===== config.mk =====
export PLATFORM = sky130hd
export DESIGN_NAME = tksc_ctrl
export DESIGN_NICKNAME = d
export VERILOG_FILES = /design/src/design/tksc_pkg.sv /design/src/design/tksc_ctrl.sv
export VERILOG_INCLUDE_DIRS = /design/src /design/src/design
export SDC_FILE = /design/constraint.sdc
export NUM_CORES = 1
export LEC_CHECK = 0
export ABC_AREA = 0
export ABC_CLOCK_PERIOD_IN_PS = 2100
export BUFFER_PORTS_ARGS = -buffer_cell sky130_fd_sc_hd__buf_2
export CORE_UTILIZATION = 47
export DETAILED_ROUTE_END_ITERATION = 16
export PLACE_DENSITY_LB_ADDON = 0.05
export SETUP_SLACK_MARGIN = 0.02
export SYNTH_ARGS = -nofsm -noshare
export SYNTH_HDL_FRONTEND = slang
export SYNTH_SLANG_ARGS = --single-unit

===== constraint.sdc =====
create_clock -name clk -period 2.1 [get_ports clk]
set_input_delay 0.105 -clock clk [delete_from_list [all_inputs] [get_ports clk]]
set_output_delay 0.105 -clock clk [all_outputs]
set_load 0.02 [all_outputs]

===== src/design/assert_macros.svh =====
// assertion macros shared by the sort and classify rtl
// no dependencies; included by the files that carry assertions
`ifndef ASSERT_MACROS_SVH
`define ASSERT_MACROS_SVH

// same-cycle implication
`define ASSERT_IMPL(label, clk, rst_n, ante, cons, msg) \
  label: assert property (@(posedge clk) disable iff (!rst_n) (ante) |-> (cons)) \
    else $error(msg);

// next-cycle implication
`define ASSERT_NEXT(label, clk, rst_n, ante, cons, msg) \
  label: assert property (@(posedge clk) disable iff (!rst_n) (ante) |=> (cons)) \
    else $error(msg);

`endif


===== src/design/tksc_pkg.sv =====
// shared types and constants of the two-key sort and classify block
// no dependencies
`default_nettype none

package tksc_pkg;

  localparam int TKSC_MAX_RECORDS  = 64;
  localparam int TKSC_ENERGY_WIDTH = 32;

  localparam int ENERGY_IN_W = 32;
  localparam int KIND_W      = 3;
  localparam int KIND_PAIR_W = 2 * KIND_W;
  localparam int IDX_W       = 6;
  localparam int CLASS_W     = 2;

  localparam logic [KIND_W-1:0] KIND_A    = 3'd0;
  localparam logic [KIND_W-1:0] KIND_B    = 3'd1;
  localparam logic [KIND_W-1:0] KIND_C    = 3'd2;
  localparam logic [KIND_W-1:0] KIND_D    = 3'd3;
  localparam logic [KIND_W-1:0] KIND_NONE = 3'd4;

  localparam logic [CLASS_W-1:0] CLASS_AA    = 2'd0;
  localparam logic [CLASS_W-1:0] CLASS_BB    = 2'd1;
  localparam logic [CLASS_W-1:0] CLASS_OTHER = 2'd2;
  localparam logic [CLASS_W-1:0] CLASS_ERROR = 2'd3;

  typedef struct packed {
    logic accept;
    logic ord_rd;
    logic rec_rd;
    logic shift;
    logic place;
    logic em_ord_rd;
    logic em_kind_rd;
    logic out_load;
    logic next_item;
    logic run_done;
  } cmd_t;

  typedef struct packed {
    logic full;
    logic count_zero;
    logic pos_one;
    logic new_first;
    logic in_last;
    logic last;
    logic out_busy;
    logic out_taken;
    logic run_end;
  } status_t;

endpackage

`default_nettype wire


===== src/design/tksc_ctrl.sv =====
// controller of the sort block: insertion walk and emission sequencing
// depends on tksc_pkg and assert_macros.svh
`default_nettype none
`include "assert_macros.svh"

module tksc_ctrl import tksc_pkg::*; (
  input  wire logic    clk,
  input  wire logic    rst_n,
  input  wire logic    in_valid,
  output logic         in_ready,
  input  wire status_t st,
  output cmd_t         cmd
);

  typedef enum logic [8:0] {
    ST_IDLE    = 9'b000000001,
    ST_ORD     = 9'b000000010,
    ST_REC     = 9'b000000100,
    ST_CMP     = 9'b000001000,
    ST_PLACE   = 9'b000010000,
    ST_EM_ORD  = 9'b000100000,
    ST_EM_KIND = 9'b001000000,
    ST_EM_OUT  = 9'b010000000,
    ST_EM_WAIT = 9'b100000000
  } state_t;

  state_t state_r, state_nxt;

  always_comb begin
    state_nxt = state_r;
    cmd       = '0;
    in_ready  = 1'b0;
    case (state_r)
      ST_IDLE: begin
        in_ready = 1'b1;
        if (in_valid) begin
          cmd.accept = 1'b1;
          if (st.full) begin
            state_nxt = st.in_last ? ST_EM_ORD : ST_IDLE;
          end else if (st.count_zero) begin
            state_nxt = ST_PLACE;
          end else begin
            state_nxt = ST_ORD;
          end
        end
      end
      ST_ORD: begin
        cmd.ord_rd = 1'b1;
        state_nxt  = ST_REC;
      end
      ST_REC: begin
        cmd.rec_rd = 1'b1;
        state_nxt  = ST_CMP;
      end
      ST_CMP: begin
        if (st.new_first) begin
          cmd.shift = 1'b1;
          state_nxt = st.pos_one ? ST_PLACE : ST_ORD;
        end else begin
          state_nxt = ST_PLACE;
        end
      end
      ST_PLACE: begin
        cmd.place = 1'b1;
        state_nxt = st.last ? ST_EM_ORD : ST_IDLE;
      end
      ST_EM_ORD: begin
        cmd.em_ord_rd = 1'b1;
        state_nxt     = ST_EM_KIND;
      end
      ST_EM_KIND: begin
        cmd.em_kind_rd = 1'b1;
        state_nxt      = ST_EM_OUT;
      end
      ST_EM_OUT: begin
        cmd.out_load = 1'b1;
        state_nxt    = ST_EM_WAIT;
      end
      ST_EM_WAIT: begin
        if (st.out_taken) begin
          if (st.run_end) begin
            cmd.run_done = 1'b1;
            state_nxt    = ST_IDLE;
          end else begin
            cmd.next_item = 1'b1;
            state_nxt     = ST_EM_ORD;
          end
        end
      end
      default: begin
        state_nxt = ST_IDLE;
      end
    endcase
  end

  always_ff @(posedge clk) begin
    if (!rst_n) begin
      state_r <= ST_IDLE;
    end else begin
      state_r <= state_nxt;
    end
  end

  `ASSERT_IMPL(a_ready_no_pending, clk, rst_n, in_ready, !st.out_busy,
               "input ready with result pending")
  `ASSERT_NEXT(a_done_to_idle, clk, rst_n, cmd.run_done, in_ready && !st.out_busy,
               "run end not back to idle")

endmodule

`default_nettype wire


; ---- Word-level counts from Yosys, hierarchy flattened
; Cells that the tools add are included.
[totals]
word_cells = 38
in_bits = 12
regBits = 9
output_inout_bits = 11
[classes]
reduce_logical = 1
muxes = 25
eq_ne = 11
[op_table]
columns = op, count
row1 = 9-bit case mux with 9 select lines, 1
row2 = 9-bit two-way mux, 3
row3 = 6-bit two-way mux, 3
row4 = 5-bit two-way mux, 3
row5 = 1-bit two-way mux, 13
row6 = "9-bit by 1-bit equality test with 1-bit output, second input constant", 1
row7 = "9-bit by 2-bit equality test with 1-bit output, second input constant", 1
row8 = "9-bit by 3-bit equality test with 1-bit output, second input constant", 1
row9 = "9-bit by 4-bit equality test with 1-bit output, second input constant", 1
row10 = "9-bit by 5-bit equality test with 1-bit output, second input constant", 1
row11 = "9-bit by 6-bit equality test with 1-bit output, second input constant", 1
row12 = "9-bit by 7-bit equality test with 1-bit output, second input constant", 1
row13 = "9-bit by 8-bit equality test with 1-bit output, second input constant", 1
row14 = "9-bit equality test, second input constant", 1
row15 = 2-bit two-way mux, 2
row16 = "2-bit != test, second input constant", 2
row17 = 2-bit AND reduction, 1

; ---- Depth between registers and ports, before layout
; Gate-level depths: netlist of the first run.
[logic_depth]
ltp_word = 4
depth_mapped = 8
mapped_depth_nobuf = 6

; ---- Least setup slack after synthesis of the first run
; OpenSTA, ideal clock, no wires.
[synth_timing]
kind = reg2reg
startpoint = reg state_r[5]
endpoint = reg state_r[3]
stages_incl_launch_ff = 6
n_path_buf = 0
setup_slack_ns = 0.310
period_less_slack_ns = 1.790
setup_ns = 0.061
required_time_ns = 2.039
arrival_ns = 1.729
cell_sequence = dfxtp_1 -> nor4_4 -> nand2b_2 -> or3_1 -> nor3b_2 -> and3b_1
[synth_between]
elab_chain_len = 3
elab_cells_between_ends = 13
cone_classes = eq/ne (11) / mux (1) / reduce/logical (1)
[synth_lines]
columns = element, line_no
row1 = from (decl), tksc_ctrl.sv:27  ; state_t state_r, state_nxt;
row2 = from (signal assigned), tksc_ctrl.sv:100  ; state_r <= state_nxt;
row3 = 9-bit equality test or 9-bit by 1-bit equality test with 1-bit output (tied branches), tksc_ctrl.sv:33  ; case (state_r)
row4 = 2-bit != test (no source line), n/a
row5 = 2-bit AND reduction (no source line), n/a
; Parallel ways exist; a longest one is shown, timed or not.
; A chain may end at the register's enable or synchronous reset.

==> load_flow_metrics.sql, run 1 <==
INSERT INTO impl_metrics (metric_group, metric, value, unit) VALUES
('place', 'hpwlAfterDp', '1185', 'um'),
('clock_tree', 'worst_path_clk_slew', '0.06', 'ns'),
('layout', 'nets', '118', ''),
('route', 'drt-met1-wl', '725', 'um'),
('route', 'postRouteWirelength', '1538', 'um'),
('status', 'status', 'completed', ''),
('sta', 'setup_viol_count_final', '0', ''),
('floorplanning', 'die-height', '39.03', 'um'),
('clock_tree', 'clock_insertion_delay_worst_skew', '0.25', 'ns'),
('route', 'final_antenna_net_count', '0', ''),
('sta', 'finalWorstPathRequiredPeriod', '1.998', 'ns'),
('route', 'wire_length_on_met2', '732', 'um'),
('place', 'numPortBuffers', '21', ''),
('synth', 'synth_cells', '79', ''),
('critical_path', 'worst-path-max-fanout', '5', ''),
('synth', 'synth_seq_cells', '9', ''),
('synth', 'synth_edf_count', '0', ''),
('sta', 'final_period_util', '95.12', '%'),
('route', 'first_iter_violations', '20', ''),
('synth', 'synth_largest_type_area_fraction', '27.96', '%'),
('global_routing', 'combined_global_route_utilization_of_all_metal_layers', '23.80', '%'),
('global_routing', 'global_route.overflow_total', '0', ''),
('clock_tree', 'cts.sinks', '9', ''),
('run', 'number_of_max_cap_violations', '0', ''),
('power_and_ir_drop', 'ir_worst_vdd', '0.6282', 'mV'),
('sta', 'timing_max_transition_violations_final', '0', ''),
('synth', 'post_synth.cell_area_avg', '8.157', 'sq um'),
('clock_tree', 'clock_tree.buffer_depth', '2', ''),
('route', 'met3WireLength', '71', 'um'),
('power_and_ir_drop', 'leakagePower', '0.0004040', 'uW'),
('synth', 'synth-warning-count', '0', ''),
('critical_path', 'setup.worst_path.end', 'cmd[6]', ''),
('synth', 'synth.largest_area_cell', 'sky130_fd_sc_hd__dfxtp_1', ''),
('global_routing', 'grt_pass1_wl', '2477', 'um'),
('critical_path', 'reg2reg_slack', '0.18', 'ns'),
('sta', 'report.final.hold_viol_count', '0', ''),
('global_routing', 'antenna_found_initial', '0', ''),
('synth', 'synth_cell_types', '39', ''),
('global_routing', 'grt_pass1_vias', '577', ''),
('critical_path', 'critPathKind', 'reg -> out', ''),
('clock_tree', 'cts_max_level', '1', ''),
('layout', 'drive_above_1_share', '41.90', '%'),
('critical_path', 'timing.critical_path.from_type', 'register', ''),
('clock_tree', 'tritoncts_clock_tree', 'built', ''),
('sta', 'fin_tns_setup', '0', 'ns'),
('sta', 'slew_headroom', '69.17', '%'),
('synth', 'synthFlopType', 'sky130_fd_sc_hd__dfxtp_1', ''),
('route', 'detail_route.first_pass.iterations', '4', ''),
('route', 'post_drt_wl_per_cell', '12.92', 'um'),
('sta', 'hold_ws', '0.06584', 'ns'),
('synth', 'ys_seq_area_share', '27.96', '%'),
('layout', 'areaGrowthSynthToFinish', '30.68', '%'),
('sta', 'tightest_slew', '0.4593', 'ns'),
('layout', 'max_flop_register', 'state_r', ''),
('critical_path', 'r2r-start', 'state_r[7]', ''),
('critical_path', 'setup.worst_path.end_class', 'primary output', ''),
('synth', 'synth_nets', '91', ''),
('floorplanning', 'start_util', '54.32', '%'),
('sta', 'timing_limited_maximum_frequency', '500.6', 'MHz'),
('critical_path', 'critical_path_required', '2.00', 'ns'),
('critical_path', 'worstPathArrival', '1.89', 'ns'),
('layout', 'final_common_cell', 'sky130_fd_sc_hd__buf_2', ''),
('layout', 'final_layout_fill_cell_count', '99', ''),
('power_and_ir_drop', 'power.total', '691.4', 'uW'),
('global_routing', 'grt_start_max_net_pins', '14', ''),
('floorplanning', 'io_pins', '23', ''),
('floorplanning', 'floorplan.core_area', '1186', 'sq um'),
('critical_path', 'timing.rr.end', 'state_r[0]', ''),
('synth', 'yosys-top-cells-area', 'sky130_fd_sc_hd__dfxtp_1 (28%), sky130_fd_sc_hd__nor2_1 (5.8%), sky130_fd_sc_hd__nor3b_2 (5.8%), sky130_fd_sc_hd__nor4_4 (3.3%), sky130_fd_sc_hd__nand2b_1 (2.9%)', ''),
('power_and_ir_drop', 'p_per_area', '821.1', 'nW/um^2'),
('route', 'num_vias', '692', '');
## cells by family after synthesis
| kind of cell | Yosys count | synth area share [%] |
|---|---|---|
| simple gates | 46 | 47.38 |
| compound gates | 14 | 17.08 |
| flops | 9 | 27.96 |
| buf+inv | 8 | 4.853 |
| xor+xnor | 2 | 2.719 |
## power by group
part | internal, uW | switching [uW]
clock | 73.2 | 60.3
sequential | 188 | 38.5
combinational | 154 | 177
total | 415 | 276
## metal layers
layer,global-route usage [%],vias up
met5,0,-
met4,5.172,0
met3,3.468,2
met2,41.25,21
met1,30.66,324
li1,-,345
## synthesized netlist by cell type, types with 2 or more instances
cell type,instances
sky130_fd_sc_hd__or4_1,2
sky130_fd_sc_hd__nand2_1,4
sky130_fd_sc_hd__nor3b_2,3
sky130_fd_sc_hd__a31oi_1,2
sky130_fd_sc_hd__nor4_1,2
sky130_fd_sc_hd__nor4b_1,2
sky130_fd_sc_hd__nand3_1,2
sky130_fd_sc_hd__xor2_1,2
sky130_fd_sc_hd__a211oi_1,2
sky130_fd_sc_hd__clkbuf_1,2
sky130_fd_sc_hd__or2_1,3
sky130_fd_sc_hd__nor2_1,10
sky130_fd_sc_hd__nand2b_1,3
sky130_fd_sc_hd__and2_1,2
sky130_fd_sc_hd__dfxtp_1,9
sky130_fd_sc_hd__inv_1,4
sky130_fd_sc_hd__nor3b_1,2
sky130_fd_sc_hd__nor3_1,2
## cell type report
type                            instances  area (sq um)  area share, %
Clock buffer                            4         26.28          3.120
Inverter                                5         18.77          2.229
Multi-Input combinational cell         62         456.7          54.23
Sequential cell                         9         185.2          21.99
Tap cell                               14         17.52          2.080
Timing Repair Buffer                   25         137.6          16.34
## stage by stage
stage | worst slack [ns] | instances | util [%] | cell area (sq um)
2_1_floorplan | 0.3104 | 79 | - | 644.4
3_5_place_dp | 0.1595 | 112 | 64.24 | 762.0
5_1_grt | 0.0008926 | 119 | 70.99 | 842.1
3_3_place_gp | 0.1588 | 112 | 64.24 | 762.0
6_report | 0.1024 | 119 | 70.99 | 842.1
4_1_cts | 0.03669 | 118 | 67.83 | 804.5
## what timing repair did
item / CTS / global route
setup buffers: 2 / 1
cloned: 0 / 0
gates resized for setup: 1 / 8
pin swaps: 2 / 2
setup endpoints to repair: 1 / 2
## critical path, cell delays in order (launching register included)
cell and delay, ns:
sky130_fd_sc_hd__dfxtp_2 0.35, sky130_fd_sc_hd__nor4_4 0.31, sky130_fd_sc_hd__nand2b_2 0.11, sky130_fd_sc_hd__or3_4 0.37, sky130_fd_sc_hd__nor3b_4 0.22, sky130_fd_sc_hd__and2_1 0.14
sky130_fd_sc_hd__buf_4 0.13
## worst min-delay path by stage
stage                     start    endpoint  slack (ns)  depth (start not counted)
final                     rst_n  state_r[0]        0.07                          2
after global placement    rst_n  state_r[0]        0.32                          2
after CTS                 rst_n  state_r[0]        0.06                          2
after floorplan           rst_n  state_r[0]        0.18                          1
after global routing      rst_n  state_r[0]        0.07                          2
after detailed placement  rst_n  state_r[0]        0.33                          2
No activity file was read; power rests on OpenSTA's default activity.
==> inputs of run 2 (changes only) <==
CORE_UTILIZATION = 25   (was 47)
CTS_CLUSTER_DIAMETER = 80   (was not set)
==> run 2 against run 1 <==
Against the previous run:
- final cell count rose by 15%
- sequential share of layout area fell by 0.73 points
- non-clock buffer count rose by 2
- power barely moved
- utilization fell by 36 points
- clock skew rose by 0.00066 ns
- critical endpoint unchanged
- largest cell class unchanged
- highest routed layer unchanged
==> load_flow_metrics.sql, run 2 (synthesis results as in run 1) <==
INSERT INTO impl_metrics (metric_group, metric, value, unit) VALUES
('route', 'num_vias', '666', ''),
('layout', 'layout.cells.most_common_list', 'sky130_fd_sc_hd__buf_2 (20), sky130_fd_sc_hd__nor2_1 (10), sky130_fd_sc_hd__buf_4 (7), sky130_fd_sc_hd__dfxtp_1 (5)', ''),
('status', 'status', 'completed', ''),
('layout', 'postLayoutCoreUtil', '35.47', '%'),
('layout', 'multi_input_area', '450.4', 'sq um'),
('place', 'numPortBuffers', '21', ''),
('route', 'final_antenna_net_count', '0', ''),
('clock_tree', 'cts_max_level', '1', ''),
('power_and_ir_drop', 'power.share.sequential', '31.0', '%'),
('floorplanning', 'die-height', '52.77', 'um'),
('sta', 'final_period_util', '96.62', '%'),
('hold_path', 'worstHoldPathType', 'in -> reg', ''),
('floorplanning', 'io_pins', '23', ''),
('clock_tree', 'clock_insertion_delay_worst_skew', '0.25', 'ns'),
('route', 'first_iter_violations', '1', ''),
('place', 'hpwlAfterDp', '1308', 'um'),
('global_routing', 'global_route.overflow_total', '0', ''),
('layout', 'antenna-diode-count', '0', ''),
('layout', 'areaGrowthSynthToFinish', '35.15', '%'),
('sta', 'finalWorstPathRequiredPeriod', '2.029', 'ns'),
('route', 'detail_route.first_pass.iterations', '4', ''),
('clock_tree', 'worst_path_clk_slew', '0.06', 'ns'),
('power_and_ir_drop', 'p_switching', '267.0', 'uW'),
('power_and_ir_drop', 'fraction_of_power_consumed_by_combinational_cells', '50.5', '%'),
('clock_tree', 'clock_tree.buffer_depth', '2', ''),
('clock_tree', 'tritoncts_clock_tree', 'built', ''),
('route', 'route.detailed.drc', '0', ''),
('layout', 'drive_above_1_share', '42.06', '%'),
('sta', 'tightest_slew', '0.3911', 'ns'),
('floorplanning', 'floorplan.core_area', '2455', 'sq um'),
('hold_path', 'hold_path_startpoint', 'rst_n', ''),
('sta', 'timing_limited_maximum_frequency', '492.9', 'MHz'),
('sta', 'setup_viol_count_final', '0', ''),
('critical_path', 'timing.critical_path.from_type', 'register', ''),
('route', 'postRouteWirelength', '1570', 'um'),
('critical_path', 'timing.rr.end', 'state_r[0]', ''),
('layout', 'finalInstanceArea', '870.8', 'sq um'),
('global_routing', 'grt_pass1_wl', '2401', 'um'),
('layout', 'sequential_cell_area', '185.2', 'sq um'),
('power_and_ir_drop', 'internal-power', '424.1', 'uW'),
('layout', 'nets', '120', ''),
('critical_path', 'worst-r2r-cell-count', '6', ''),
('floorplanning', 'floorplan.die.width', '52.77', 'um'),
('critical_path', 'r2r-start', 'state_r[5]', ''),
('layout', 'final_common_cell', 'sky130_fd_sc_hd__buf_2', ''),
('power_and_ir_drop', 'ir_worst_vdd', '0.4758', 'mV'),
('layout', 'finalNonFillerCells', '137', ''),
('power_and_ir_drop', 'p_sw_share', '38.63', '%'),
('hold_path', 'worst_hold_path.num_cells', '2', ''),
('critical_path', 'critical_path_required', '2.00', 'ns'),
('hold_path', 'timing.hold.worst_endpoint', 'state_r[0]', ''),
('power_and_ir_drop', 'leakagePower', '0.0004117', 'uW'),
('critical_path', 'critPathKind', 'reg -> out', ''),
('global_routing', 'grt_start_max_net_pins', '13', ''),
('global_routing', 'antenna_found_initial', '0', ''),
('critical_path', 'setup.worst_path.end_class', 'primary output', ''),
('sta', 'hold_ws', '0.06896', 'ns'),
('clock_tree', 'cts_buffers', '3', ''),
('layout', 'final_layout_fill_cell_count', '282', ''),
('clock_tree', 'cts.sinks', '9', ''),
('layout', 'largest_reg_flops', '9', ''),
('critical_path', 'worst-path-max-fanout', '5', ''),
('global_routing', 'combined_global_route_utilization_of_all_metal_layers', '12.25', '%'),
('sta', 'slew_headroom', '73.56', '%'),
('sta', 'finalClockSkew', '0.002041', 'ns'),
('place', 'post_dp_cell_area', '804.5', 'sq um'),
('place', 'dpl.cell_count', '131', ''),
('power_and_ir_drop', 'p_clk_share', '18.5', '%'),
('clock_tree', 'cts-root-buf', 'sky130_fd_sc_hd__clkbuf_4', ''),
('route', 'via_per_inst', '4.861', ''),
('route', 'post_drt_wl_per_cell', '11.46', 'um'),
('run', 'number_of_max_cap_violations', '0', ''),
('layout', 'largest_registers', 'state_r: 9 flops', ''),
('sta', 'rsz0062_at_grt', 'yes', ''),
('clock_tree', 'count_of_hold_fix_buffers_inserted_at_cts', '0', ''),
('place', 'gp_routability_congestion', '0.7714', ''),
('critical_path', 'worstPathArrival', '1.92', 'ns'),
('floorplanning', 'placement_rows', '18', ''),
('layout', 'max_flop_register', 'state_r', ''),
('power_and_ir_drop', 'p_per_area', '793.6', 'nW/um^2'),
('sta', 'timing_max_transition_violations_final', '0', ''),
('sta', 'report.final.hold_viol_count', '0', ''),
('floorplanning', 'die_area', '2785', 'sq um'),
('critical_path', 'reg2reg_slack', '0.20', 'ns'),
('floorplanning', 'start_util', '26.25', '%'),
('global_routing', 'grt_pass1_vias', '572', '');
==> run 2: changes by cell type in the layout (fill, tap and decap cells not counted) <==
| cell | delta |
|---|---|
| sky130_fd_sc_hd__buf_4 | +2 |
| sky130_fd_sc_hd__nor4b_2 | -1 |
| sky130_fd_sc_hd__nor4b_1 | +1 |
==> run 2: how the worst max path moves through the flow <==
stage	from	to	slack (ns)	depth (start not counted)
after floorplan	state_r[5]	state_r[3]	0.31	5
after global placement	state_r[7]	state_r[0]	0.16	6
after detailed placement	state_r[5]	state_r[0]	0.16	6
after CTS	state_r[4]	cmd[6]	0.02	6
after global routing	state_r[5]	cmd[6]	-0.05	6
final	state_r[5]	cmd[6]	0.07	6
==> run 2: area by class of cell <==
cell class / count / share of cell area [%]
well taps: 30 / 4.310
multi-input cells: 62 / 51.72
flip-flops and latches: 9 / 21.26
inverters: 5 / 2.155
repair buffers: 27 / 17.53
clock buffers: 4 / 3.017
==> run 2: timing repair <==
item / CTS / global route
buffers inserted: 1 / 1
pin swaps: 2 / 2
resized for setup: 2 / 6
endpoints found under the setup margin: 1 / 3
==> run 2: critical path, stage by stage (launching register included) <==
cell and delay [ns]:
sky130_fd_sc_hd__dfxtp_2 0.35, sky130_fd_sc_hd__nor4_4 0.34, sky130_fd_sc_hd__nand2b_2 0.12, sky130_fd_sc_hd__or3_4 0.37
sky130_fd_sc_hd__nor3b_4 0.22, sky130_fd_sc_hd__and2_1 0.15, sky130_fd_sc_hd__buf_4 0.13
==> run 2: metrics by stage <==
stage	power, uW	worst slack, ns	TNS (ns)
2_1_floorplan	449.2	0.3104	0
3_3_place_gp	545.4	0.1564	0
3_5_place_dp	542.8	0.1649	0
4_1_cts	682.7	0.02024	0
5_1_grt	745.4	-0.05234	-0.05234
6_report	691.1	0.07101	0
==> run 2: power by group through the flow <==
stage               Clock (uW)  Sequential (uW)  Combinational (uW)
global route               146              217                 382
detailed placement           0              215                 328
floorplan                    0              211                 239
CTS                        136              212                 335
finish                     128              214                 349
global placement             0              216                 329
==> run 2: metal layers <==
layer	vias to the layer above	share of wire, %	GRT usage, %
li1	347	-	-
met1	301	47	14.38
met2	16	48	20.46
met3	2	3.9	2.609
met4	0	0.76	6.579
met5	-	0	0
